[src/design/assert_macros.svh]
// Assertion macros shared by the design files.
// Every macro expects a clock named clk_i and an active-low reset named rst_ni in scope.
`ifndef ASSERT_MACROS_SVH
`define ASSERT_MACROS_SVH

// A condition that must hold at every clock edge outside reset.
`define CMA_ASSERT(lbl, prop, msg) \
  lbl: assert property (@(posedge clk_i) disable iff (!rst_ni) (prop)) else $error(msg);

// An implication checked in the same cycle.
`define CMA_ASSERT_IMP(lbl, ante, cons, msg) \
  lbl: assert property (@(posedge clk_i) disable iff (!rst_ni) (ante) |-> (cons)) \
    else $error(msg);

// An implication whose consequent is checked in the following cycle.
`define CMA_ASSERT_NXT(lbl, ante, cons, msg) \
  lbl: assert property (@(posedge clk_i) disable iff (!rst_ni) (ante) |=> (cons)) \
    else $error(msg);

`endif

[src/design/cma_pkg.sv]
// Shared types and constants of the centered moving average block.
// No dependencies; imported by the divider and the top level.
package cma_pkg;

  // Field widths fixed by the interface.
  localparam int RADIUS_W    = 5;
  localparam int DIVISOR_W   = RADIUS_W + 1;
  localparam int AVG_W       = 17;
  localparam int OUT_TDATA_W = ((AVG_W + 7) / 8) * 8;

  // Marker for a position whose window is incomplete.
  localparam logic [AVG_W-1:0] NEG_ONE = {AVG_W{1'b1}};

  // Status of the iterative divider.
  typedef struct packed {
    logic busy;
    logic done;
  } div_status_t;

endpackage

[src/design/centered_moving_average_core.sv]
// Centered moving average over a stream of unsigned samples, one result per position.
// Depends on cma_pkg, cma_ram, cma_divider and assert_macros.svh.
//
// Usage. Samples enter on the slave stream (s_axis_*), tlast closing a sequence. Each
// input transaction yields the result for the position k samples back: the truncated
// mean of the 2k+1 samples centered on it, or -1 (all ones) where the window runs past
// the start of the sequence. The transaction carrying tlast also yields the k pending
// positions as -1, and the final result of the sequence leaves with tlast set. Results
// leave on the master stream (m_axis_*) through an output register. The radius k is
// written through cfg_we_i/cfg_wdata_i; the user must write it only while the block is
// idle, which the block does not enforce itself. Values above MAX_RADIUS are clamped.
// Operation. The block takes one sample at a time and takes no new sample until it has
// passed the results of the last one to the output register. A full window's mean comes
// from the divider loop, which gives one quotient bit per cycle. When the previous sum
// cannot be reused (first full window of a sequence or after a radius change) a sweep
// over the sample RAM rebuilds it. Positions with an incomplete window and the
// trailing -1 results are given without the divider.
// Reset clears all control state; the sample RAM needs no clearing pass because only
// entries written in the current sequence are read. While the receiver stalls, the
// output register holds its result and the block still takes the next sample.
`include "assert_macros.svh"

module centered_moving_average_core #(
  parameter int MAX_RADIUS  = 31,
  parameter int SAMPLE_BITS = 16
) (
  input  logic                            clk_i,
  input  logic                            rst_ni,
  // Configuration: radius register.
  input  logic                            cfg_we_i,
  input  logic [cma_pkg::RADIUS_W-1:0]    cfg_wdata_i,
  // Slave stream. tdata fields from bit 0: sample.
  input  logic                            s_axis_tvalid,
  output logic                            s_axis_tready,
  input  logic [((SAMPLE_BITS+7)/8)*8-1:0] s_axis_tdata,
  input  logic                            s_axis_tlast,
  // Master stream. tdata fields from bit 0: average (17 bits signed), zero fill.
  output logic                            m_axis_tvalid,
  input  logic                            m_axis_tready,
  output logic [cma_pkg::OUT_TDATA_W-1:0] m_axis_tdata,
  output logic                            m_axis_tlast
);
  import cma_pkg::*;

  // The store must keep the widest window plus the sample that just left it.
  localparam int DEPTH = 2 ** $clog2(2 * MAX_RADIUS + 2);
  localparam int PTR_W = $clog2(DEPTH);
  localparam int SUM_W = SAMPLE_BITS + PTR_W;

  localparam logic [2:0] ST_IDLE = 3'd0;
  localparam logic [2:0] ST_DROP = 3'd1;
  localparam logic [2:0] ST_SUM  = 3'd2;
  localparam logic [2:0] ST_DIV  = 3'd3;
  localparam logic [2:0] ST_EMIT = 3'd4;
  localparam logic [2:0] ST_TAIL = 3'd5;

  logic [2:0]             state_q, state_d;
  logic [RADIUS_W-1:0]    radius_q;
  logic [PTR_W-1:0]       wp_q, wp_d;
  logic [PTR_W-1:0]       seen_q, seen_d;
  logic [PTR_W-1:0]       base_q, base_d;
  logic [SUM_W-1:0]       sum_q, sum_d;
  logic                   sum_ok_q, sum_ok_d;
  logic [DIVISOR_W-1:0]   sum_w_q, sum_w_d;
  logic [DIVISOR_W-1:0]   width_q, width_d;
  logic [SAMPLE_BITS-1:0] sample_q, sample_d;
  logic [DIVISOR_W-1:0]   cnt_q, cnt_d;
  logic                   pend_q, pend_d;
  logic [RADIUS_W-1:0]    tail_q, tail_d;
  logic                   last_q, last_d;
  logic [AVG_W-1:0]       avg_q, avg_d;
  logic                   start_q, start_d;
  logic                   out_valid_q, out_valid_d;
  logic [AVG_W-1:0]       out_avg_q, out_avg_d;
  logic                   out_last_q, out_last_d;

  logic                   accept;
  logic                   out_free;
  logic [SAMPLE_BITS-1:0] in_sample;
  logic [RADIUS_W-1:0]    k_act;
  logic [DIVISOR_W-1:0]   width_act;
  logic [PTR_W-1:0]       wp_new;
  logic [PTR_W-1:0]       seen_new;
  logic [DIVISOR_W-1:0]   seen_ext;
  logic                   due;
  logic                   full;
  logic [RADIUS_W-1:0]    pending;
  logic [PTR_W-1:0]       raddr;
  logic [SAMPLE_BITS-1:0] rdata;
  logic [SUM_W-1:0]       quotient;
  logic [AVG_W+SUM_W-1:0] quo_ext;
  div_status_t            div_status;

  assign in_sample = s_axis_tdata[SAMPLE_BITS-1:0];
  assign accept    = s_axis_tvalid && s_axis_tready;
  assign out_free  = !out_valid_q || m_axis_tready;

  // Active radius and window width 2k+1.
  assign k_act     = (radius_q > RADIUS_W'(MAX_RADIUS)) ? RADIUS_W'(MAX_RADIUS) : radius_q;
  assign width_act = {k_act, 1'b1};

  assign wp_new   = wp_q + PTR_W'(1);
  assign seen_new = (seen_q == PTR_W'(DEPTH - 1)) ? seen_q : seen_q + PTR_W'(1);
  assign seen_ext = DIVISOR_W'(seen_new);
  assign due      = seen_ext >= ({1'b0, k_act} + DIVISOR_W'(1));
  assign full     = seen_ext >= width_act;
  assign pending  = (seen_ext < {1'b0, k_act}) ? RADIUS_W'(seen_new) : k_act;

  // While idle the read port fetches the sample that leaves the window, so a reused sum
  // can be updated in one step. During a sweep it walks back from the newest sample.
  always_comb begin
    if (state_q == ST_SUM) begin
      raddr = base_q - PTR_W'(1) - PTR_W'(cnt_q);
    end else begin
      raddr = wp_q - PTR_W'(width_act);
    end
  end

  cma_ram #(
    .WIDTH (SAMPLE_BITS),
    .DEPTH (DEPTH)
  ) u_store (
    .clk_i   (clk_i),
    .we_i    (accept),
    .waddr_i (wp_q),
    .wdata_i (in_sample),
    .raddr_i (raddr),
    .rdata_o (rdata)
  );

  cma_divider #(
    .DIVIDEND_W (SUM_W)
  ) u_div (
    .clk_i      (clk_i),
    .rst_ni     (rst_ni),
    .start_i    (start_q),
    .dividend_i (sum_q),
    .divisor_i  (width_q),
    .quotient_o (quotient),
    .status_o   (div_status)
  );

  // The mean is kept to its 17 bits; narrow sums are zero extended.
  assign quo_ext = {{AVG_W{1'b0}}, quotient};

  always_comb begin
    state_d     = state_q;
    wp_d        = wp_q;
    seen_d      = seen_q;
    base_d      = base_q;
    sum_d       = sum_q;
    sum_ok_d    = sum_ok_q;
    sum_w_d     = sum_w_q;
    width_d     = width_q;
    sample_d    = sample_q;
    cnt_d       = cnt_q;
    pend_d      = 1'b0;
    tail_d      = tail_q;
    last_d      = last_q;
    avg_d       = avg_q;
    start_d     = 1'b0;
    out_valid_d = out_valid_q && !m_axis_tready;
    out_avg_d   = out_avg_q;
    out_last_d  = out_last_q;

    case (state_q)
      ST_IDLE: begin
        if (accept) begin
          sample_d = in_sample;
          width_d  = width_act;
          base_d   = wp_new;
          last_d   = s_axis_tlast;
          tail_d   = s_axis_tlast ? pending : '0;
          wp_d     = s_axis_tlast ? '0 : wp_new;
          seen_d   = s_axis_tlast ? '0 : seen_new;
          if (due && full) begin
            if (sum_ok_q && (sum_w_q == width_act)) begin
              state_d = ST_DROP;
            end else begin
              sum_d   = '0;
              cnt_d   = '0;
              state_d = ST_SUM;
            end
          end else if (due) begin
            sum_ok_d = 1'b0;
            avg_d    = NEG_ONE;
            state_d  = ST_EMIT;
          end else begin
            sum_ok_d = 1'b0;
            state_d  = s_axis_tlast ? ST_TAIL : ST_IDLE;
          end
        end
      end
      ST_DROP: begin
        // Slide the window: the new sample enters, the oldest one leaves.
        sum_d   = sum_q + SUM_W'(sample_q) - SUM_W'(rdata);
        start_d = 1'b1;
        state_d = ST_DIV;
      end
      ST_SUM: begin
        if (cnt_q < width_q) begin
          cnt_d  = cnt_q + DIVISOR_W'(1);
          pend_d = 1'b1;
        end
        if (pend_q) begin
          sum_d = sum_q + SUM_W'(rdata);
        end
        if ((cnt_q == width_q) && !pend_q) begin
          start_d = 1'b1;
          state_d = ST_DIV;
        end
      end
      ST_DIV: begin
        if (div_status.done) begin
          avg_d    = quo_ext[AVG_W-1:0];
          sum_ok_d = !last_q;
          sum_w_d  = width_q;
          state_d  = ST_EMIT;
        end
      end
      ST_EMIT: begin
        if (out_free) begin
          out_valid_d = 1'b1;
          out_avg_d   = avg_q;
          out_last_d  = last_q && (tail_q == '0);
          state_d     = (tail_q != '0) ? ST_TAIL : ST_IDLE;
        end
      end
      ST_TAIL: begin
        if (out_free) begin
          out_valid_d = 1'b1;
          out_avg_d   = NEG_ONE;
          out_last_d  = tail_q == RADIUS_W'(1);
          tail_d      = tail_q - RADIUS_W'(1);
          if (tail_q == RADIUS_W'(1)) begin
            state_d = ST_IDLE;
          end
        end
      end
      default: begin
        state_d = ST_IDLE;
      end
    endcase
  end

  always_ff @(posedge clk_i or negedge rst_ni) begin
    if (!rst_ni) begin
      state_q     <= ST_IDLE;
      radius_q    <= '0;
      wp_q        <= '0;
      seen_q      <= '0;
      sum_ok_q    <= 1'b0;
      cnt_q       <= '0;
      pend_q      <= 1'b0;
      tail_q      <= '0;
      last_q      <= 1'b0;
      start_q     <= 1'b0;
      out_valid_q <= 1'b0;
    end else begin
      state_q     <= state_d;
      if (cfg_we_i) begin
        radius_q <= cfg_wdata_i;
      end
      wp_q        <= wp_d;
      seen_q      <= seen_d;
      sum_ok_q    <= sum_ok_d;
      cnt_q       <= cnt_d;
      pend_q      <= pend_d;
      tail_q      <= tail_d;
      last_q      <= last_d;
      start_q     <= start_d;
      out_valid_q <= out_valid_d;
    end
  end

  always_ff @(posedge clk_i) begin
    base_q     <= base_d;
    sum_q      <= sum_d;
    sum_w_q    <= sum_w_d;
    width_q    <= width_d;
    sample_q   <= sample_d;
    avg_q      <= avg_d;
    out_avg_q  <= out_avg_d;
    out_last_q <= out_last_d;
  end

  assign s_axis_tready = state_q == ST_IDLE;
  assign m_axis_tvalid = out_valid_q;
  assign m_axis_tdata  = OUT_TDATA_W'(out_avg_q);
  assign m_axis_tlast  = out_last_q;

  // A divider result is only expected while the sequencer waits for it.
  `CMA_ASSERT_IMP(a_div_done_in_div, div_status.done, state_q == ST_DIV,
                  "divider finished outside the divide state")
  // A new division never starts on top of a running one.
  `CMA_ASSERT_IMP(a_start_idle_div, start_q, !div_status.busy,
                  "divider restarted while busy")
  // The trailing run is entered only with positions left to give.
  `CMA_ASSERT_IMP(a_tail_nonzero, state_q == ST_TAIL, tail_q != '0,
                  "trailing state with no pending positions")
  // The sweep never reads beyond the window.
  `CMA_ASSERT_IMP(a_sweep_bound, state_q == ST_SUM, cnt_q <= width_q,
                  "window sweep ran past its width")
  // A sequence end clears the position state for the next one.
  `CMA_ASSERT_NXT(a_last_clears, accept && s_axis_tlast, (wp_q == '0) && (seen_q == '0),
                  "sequence end did not clear the write pointer and count")

endmodule

[src/design/cma_ram.sv]
// Generic simple dual-port RAM with one write port and one registered read port.
// No dependencies.
module cma_ram #(
  parameter int WIDTH = 16,
  parameter int DEPTH = 64
) (
  input  logic                     clk_i,
  input  logic                     we_i,
  input  logic [$clog2(DEPTH)-1:0] waddr_i,
  input  logic [WIDTH-1:0]         wdata_i,
  input  logic [$clog2(DEPTH)-1:0] raddr_i,
  output logic [WIDTH-1:0]         rdata_o
);

  logic [WIDTH-1:0] mem_q [DEPTH];
  logic [WIDTH-1:0] rdata_q;

  always_ff @(posedge clk_i) begin
    if (we_i) begin
      mem_q[waddr_i] <= wdata_i;
    end
    rdata_q <= mem_q[raddr_i];
  end

  assign rdata_o = rdata_q;

endmodule

[src/design/cma_divider.sv]
// Restoring radix-2 divider producing one quotient bit per cycle.
// Depends on cma_pkg for the divisor width and the status struct.
module cma_divider #(
  parameter int DIVIDEND_W = 22
) (
  input  logic                          clk_i,
  input  logic                          rst_ni,
  input  logic                          start_i,
  input  logic [DIVIDEND_W-1:0]         dividend_i,
  input  logic [cma_pkg::DIVISOR_W-1:0] divisor_i,
  output logic [DIVIDEND_W-1:0]         quotient_o,
  output cma_pkg::div_status_t          status_o
);
  import cma_pkg::*;

  localparam int CNT_W = $clog2(DIVIDEND_W + 1);

  logic [DIVISOR_W-1:0]  rem_q, rem_d;
  logic [DIVIDEND_W-1:0] quo_q, quo_d;
  logic [DIVISOR_W-1:0]  dsr_q, dsr_d;
  logic [CNT_W-1:0]      cnt_q, cnt_d;
  logic                  busy_q, busy_d;
  logic                  done_q, done_d;
  logic [DIVISOR_W:0]    trial;
  logic                  fits;

  // The partial remainder stays below the divisor, so one extra bit covers the trial.
  assign trial = {rem_q, quo_q[DIVIDEND_W-1]};
  assign fits  = trial >= {1'b0, dsr_q};

  always_comb begin
    rem_d  = rem_q;
    quo_d  = quo_q;
    dsr_d  = dsr_q;
    cnt_d  = cnt_q;
    busy_d = busy_q;
    done_d = 1'b0;
    if (start_i) begin
      rem_d  = '0;
      quo_d  = dividend_i;
      dsr_d  = divisor_i;
      cnt_d  = CNT_W'(DIVIDEND_W);
      busy_d = 1'b1;
    end else if (busy_q) begin
      if (fits) begin
        rem_d = DIVISOR_W'(trial - {1'b0, dsr_q});
      end else begin
        rem_d = DIVISOR_W'(trial);
      end
      quo_d = {quo_q[DIVIDEND_W-2:0], fits};
      cnt_d = cnt_q - CNT_W'(1);
      if (cnt_q == CNT_W'(1)) begin
        busy_d = 1'b0;
        done_d = 1'b1;
      end
    end
  end

  always_ff @(posedge clk_i or negedge rst_ni) begin
    if (!rst_ni) begin
      cnt_q  <= '0;
      busy_q <= 1'b0;
      done_q <= 1'b0;
    end else begin
      cnt_q  <= cnt_d;
      busy_q <= busy_d;
      done_q <= done_d;
    end
  end

  always_ff @(posedge clk_i) begin
    rem_q <= rem_d;
    quo_q <= quo_d;
    dsr_q <= dsr_d;
  end

  assign quotient_o    = quo_q;
  assign status_o.busy = busy_q;
  assign status_o.done = done_q;

endmodule
[config.mk]
export PLATFORM = sky130hd
export DESIGN_NAME = centered_moving_average_core
export DESIGN_NICKNAME = d
export VERILOG_FILES = /design/src/design/cma_pkg.sv /design/src/design/centered_moving_average_core.sv /design/src/design/cma_ram.sv /design/src/design/cma_divider.sv
export VERILOG_INCLUDE_DIRS = /design/src /design/src/design
export SDC_FILE = /design/constraint.sdc
export NUM_CORES = 2
export LEC_CHECK = 0
export BUFFER_PORTS_ARGS = -buffer_cell sky130_fd_sc_hd__buf_4
export CAP_MARGIN = 30
export CELL_PAD_IN_SITES_DETAIL_PLACEMENT = 1
export CELL_PAD_IN_SITES_GLOBAL_PLACEMENT = 1
export CORE_MARGIN = 1.5
export CORE_UTILIZATION = 50
export DETAILED_ROUTE_END_ITERATION = 7
export PLACE_DENSITY = 0.81
export RECOVER_POWER = 25
export SLEW_MARGIN = 20
export SYNTH_ARGS = -nofsm -noshare
export SYNTH_HDL_FRONTEND = slang
export SYNTH_SLANG_ARGS = --single-unit
[constraint.sdc]
create_clock -name clk_i -period 6.1 [get_ports clk_i]
set_clock_uncertainty 0.15 [all_clocks]
set_input_delay 0.61 -clock clk_i [delete_from_list [all_inputs] [get_ports clk_i]]
set_output_delay 0.61 -clock clk_i [all_outputs]
set_load 0.1 [all_outputs]
==> results by group <==
Global route
  • Grt ovf: 0
  • Pin count of the biggest net entering global routing: 103
  • Initial antenna violation count: 5
  • GRT Overall Usage: 0.281
  • Vias in the first global route: 34700
  • First-pass GRT wire length: 223000 microns

STA
  • Fin crit share: 0.831
  • Final Hold Fails: 0
  • Slew headroom: -1.64
  • Worst slew pin tran: 3.96 ns
  • RSZ-0062 raised after global routing: false
  • Final setup viols: 0
  • TNS Setup: 0 ns
  • Max Clk Rate: 197 MHz
  • Final Max Tran Viols: 924
  • Hold slack final: 0.0421 ns
  • Min Tclk post-route: 5.07 ns

Floorplan
  • Die X: 326 microns
  • Die ar.: 106000 sq um
  • IO Count: 54
  • Core region area: 103000 sq um
  • Core Rows: 118
  • Initial Util: 0.504
  • Die H: 326 microns

Synthesis
  • Ys Warns: 0
  • Yosys top cell area share: 0.656
  • Most used DFF post-synth: edfxtp_1
  • Most frequent cell after synthesis: edfxtp_1
  • Synth Area in XOR/XNOR: 0.0106
  • Compound-cell area share of the yosys netlist: 0.0889
  • Cells after Synth: 3674
  • Yosys cell types: 76
  • Post-synth EDFFs: 1140
  • Synth area leader: edfxtp_1
  • Synth top area cells: edfxtp_1 66%, mux2i_1 6.4%, nand2_1 3.2%
  • Simple logic cell fraction of the synthesized area: 0.0815
  • Avg Inst Size Synth: 14.2 sq um
  • Synth top cells by count: 1140 x edfxtp_1, 446 x nand2_1, 333 x mux2i_1, 157 x inv_1, 129 x nor2_1
  • FFs w/ async S/R, synth: 0.0357
  • Sequential element share of the synthesized area: 0.685
  • Mux cell area share after synthesis: 0.0697
  • Largest family of logic cells by synthesized area: compound AO/OA/AOI/OAI gates
  • Post-Synth Adder-Cell Area: 0.0317
  • FF+latch count, synth: 1205
  • Synthesized cell area: 52200 sq um

Placement
  • Number of port buffers: 46
  • Gpl congestion: 0.874
  • HPWL Detailed: 90800 microns

CTS
  • CTS buffer count: 119
  • Clk root buf: clkbuf_16
  • TritonCTS clock tree: built
  • CTS max path bufs: 3
  • Post-CTS Setup Repair Bufs: 0
  • Gates resized, CTS repair: 0
  • Clock Latency Late Sink: 0.74 ns
  • H-tree levels: 3
  • # clock sinks: 1205
  • Clk pin slew, worst setup/hold paths: 0.06 ns
  • Hold_buf cts: 13

Layout
  • Nets: 3904
  • Reg area: 35700 sq um
  • Area growth syn-to-layout: 12.4%
  • Fill cells: 9782
  • Multi-input gate area: 14900 sq um
  • Layout cell share with drive strength beyond 1: 0.104

Critical path
  • WP data required: 6.55 ns
  • Worst-path maximum fanout: 66
  • Slowest cell on crit path: buf_4
  • CP max stage delay: 0.62 ns
  • Crit start category: flip-flop
  • Worst setup EP type: flip-flop
  • Critical path type: flip-flop to flip-flop
  • CP cell instances: inv_1 > ha_1 > inv_1 > fa_1 > nand2b_1 > a21oi_1 > mux2i_4 > buf_4 > nand2_4 > buf_4 > mux2i_1 > a32o_1 > o31a_1 > nor4_1
  • WP data arrival: 5.52 ns

Hold path
  • Min-Delay Path Class: input pin to flip-flop

Power and ir drop
  • Maximum vdd drop: 460 uV
  • Power Density: 601 nW/um^2
  • Pleak: 0.0205 uW

Detailed routing
  • Final antenna-violating net count: 0
  • Vias/cell: 6.29
  • Vias: 32900
  • First-iteration detailed-routing DRC count: 3500
  • DR WL/cell: 28.8 microns
  • Residual DRC: 0
  • DR pass1 iterations: 5
  • Routed Wire Length: 151000 microns

Run status
  • Violated checks: max-capacitance violations, max-slew violations
  • Status: finished, violations left

Job
  • Max_cap viols: 14
==> area by class of cell <==
cell class	count	area share
Timing Repair Buffer	182	0.0267
Tap cell	1380	0.0295
Sequential cell	1205	0.610
Clock buffer	149	0.0550
Antenna cell	1	0.0000427
Inverter	157	0.0101
Multi-Input combinational cell	2092	0.255
Clock inverter	75	0.0144
==> per-layer routing <==
layer  routed length (microns)  vias to the layer above  global-route usage
met1                     56900                    16900               0.347
li1                          -                    14100                   -
met2                     74100                     1530               0.472
met5                        27                        -                   0
met4                      8160                        4               0.141
met3                     11800                      398              0.0558
==> kinds of logic (layout without fill, tap and decap cells) <==
family                     after synthesis  count (layout)
AOI/OAI and AO/OA                      636             636
xor gates and xnor gates                63              63
adders and majority gates              120             120
buffers and inverters                  383             563
DFF                                   1205            1205
muxes                                  359             359
other                                    1               8
and+or+nand+nor                        907             907
==> final timing paths <==
path                                               endpoint  slack, ns  cells past startpoint                  from
max in group asynchronous              cnt_q[4]$_DFFE_PN0P_       5.09                      2                rst_ni
min in group asynchronous               wp_q[1]$_DFFE_PN0P_       0.28                      2                rst_ni
worst min-delay path                    wp_q[3]$_DFFE_PN0P_       0.04                      2          s_axis_tlast
worst max-delay path            u_store.rdata_o[13]$_DFF_P_       1.03                     14  cnt_q[0]$_DFFE_PN0P_
worst max register to register  u_store.rdata_o[13]$_DFF_P_       1.03                     14  cnt_q[0]$_DFFE_PN0P_
worst min register to register         sum_ok_q$_DFFE_PN0P_       0.35                      1    last_q$_DFFE_PN0P_
==> critical path: cells and delay by family (launching register included) <==
kind	cells	cell delay, ns
fa+ha+maj	2	0.61
buf+inv	4	1.26
simple gates	3	1.06
compound gates	3	0.88
mux	2	0.50
flops	1	0.46
==> power by group <==
part | switching [uW] | total, uW | internal, uW
clock | 3230 | 7610 | 4390
sequential | 552 | 10300 | 9730
combinational | 11600 | 17300 | 5770
==> registers in the layout (all words and copies together) (netlist names), 5 cells and up <==
register,flops
radius_q,5
u_store.mem_q,1024
avg_q,17
width_q,5
u_store.rdata_o,16
sum_q,22
sum_w_q,5
u_div.cnt_q,5
u_div.quotient_o,22
u_div.rem_q,6
tail_q,5
u_div.dsr_q,5
sample_q,16
cnt_q,6
wp_q,6
base_q,6
seen_q,6
out_avg_q,17
==> stage by stage <==
step | setup slack [ns] | power (uW) | utilization | cell area, sq um | cells
CTS | 0.839 | 35000 | 0.566 | 58600 | 5235
finish | 1.03 | 35200 | 0.566 | 58600 | 5241
detailed placement | 1.09 | 27200 | 0.525 | 54400 | 4998
global placement | 1.41 | 26400 | 0.525 | 54300 | 4996
global route | 0.821 | 36700 | 0.566 | 58600 | 5240
floorplan | 0.873 | 21500 | - | 52200 | 3680
==> layout by cell type, fill, tap and decap left out, types with 18 or more instances in the layout <==
| cell type | instances |
|---|---|
| a211oi_1 | 74 |
| a21o_1 | 21 |
| a21oi_1 | 84 |
| a311oi_1 | 67 |
| a32o_1 | 30 |
| a32oi_1 | 64 |
| buf_4 | 138 |
| clkbuf_1 | 32 |
| clkbuf_16 | 120 |
| clkinv_1 | 20 |
| clkinv_2 | 27 |
| dfrtp_1 | 43 |
| dfxtp_1 | 22 |
| edfxtp_1 | 1140 |
| fa_1 | 20 |
| ha_1 | 100 |
| inv_1 | 157 |
| mux2_2 | 25 |
| mux2i_1 | 331 |
| nand2_1 | 442 |
| nand2b_1 | 35 |
| nand3_1 | 31 |
| nand4_1 | 66 |
| nor2_1 | 122 |
| nor2b_1 | 73 |
| nor3_1 | 19 |
| nor4_1 | 22 |
| o211ai_1 | 74 |
| o21ai_0 | 81 |
| o22ai_1 | 34 |
| or3_1 | 27 |
| xnor2_1 | 45 |
| xor2_1 | 18 |
No activity file was read; power rests on OpenSTA's default activity.
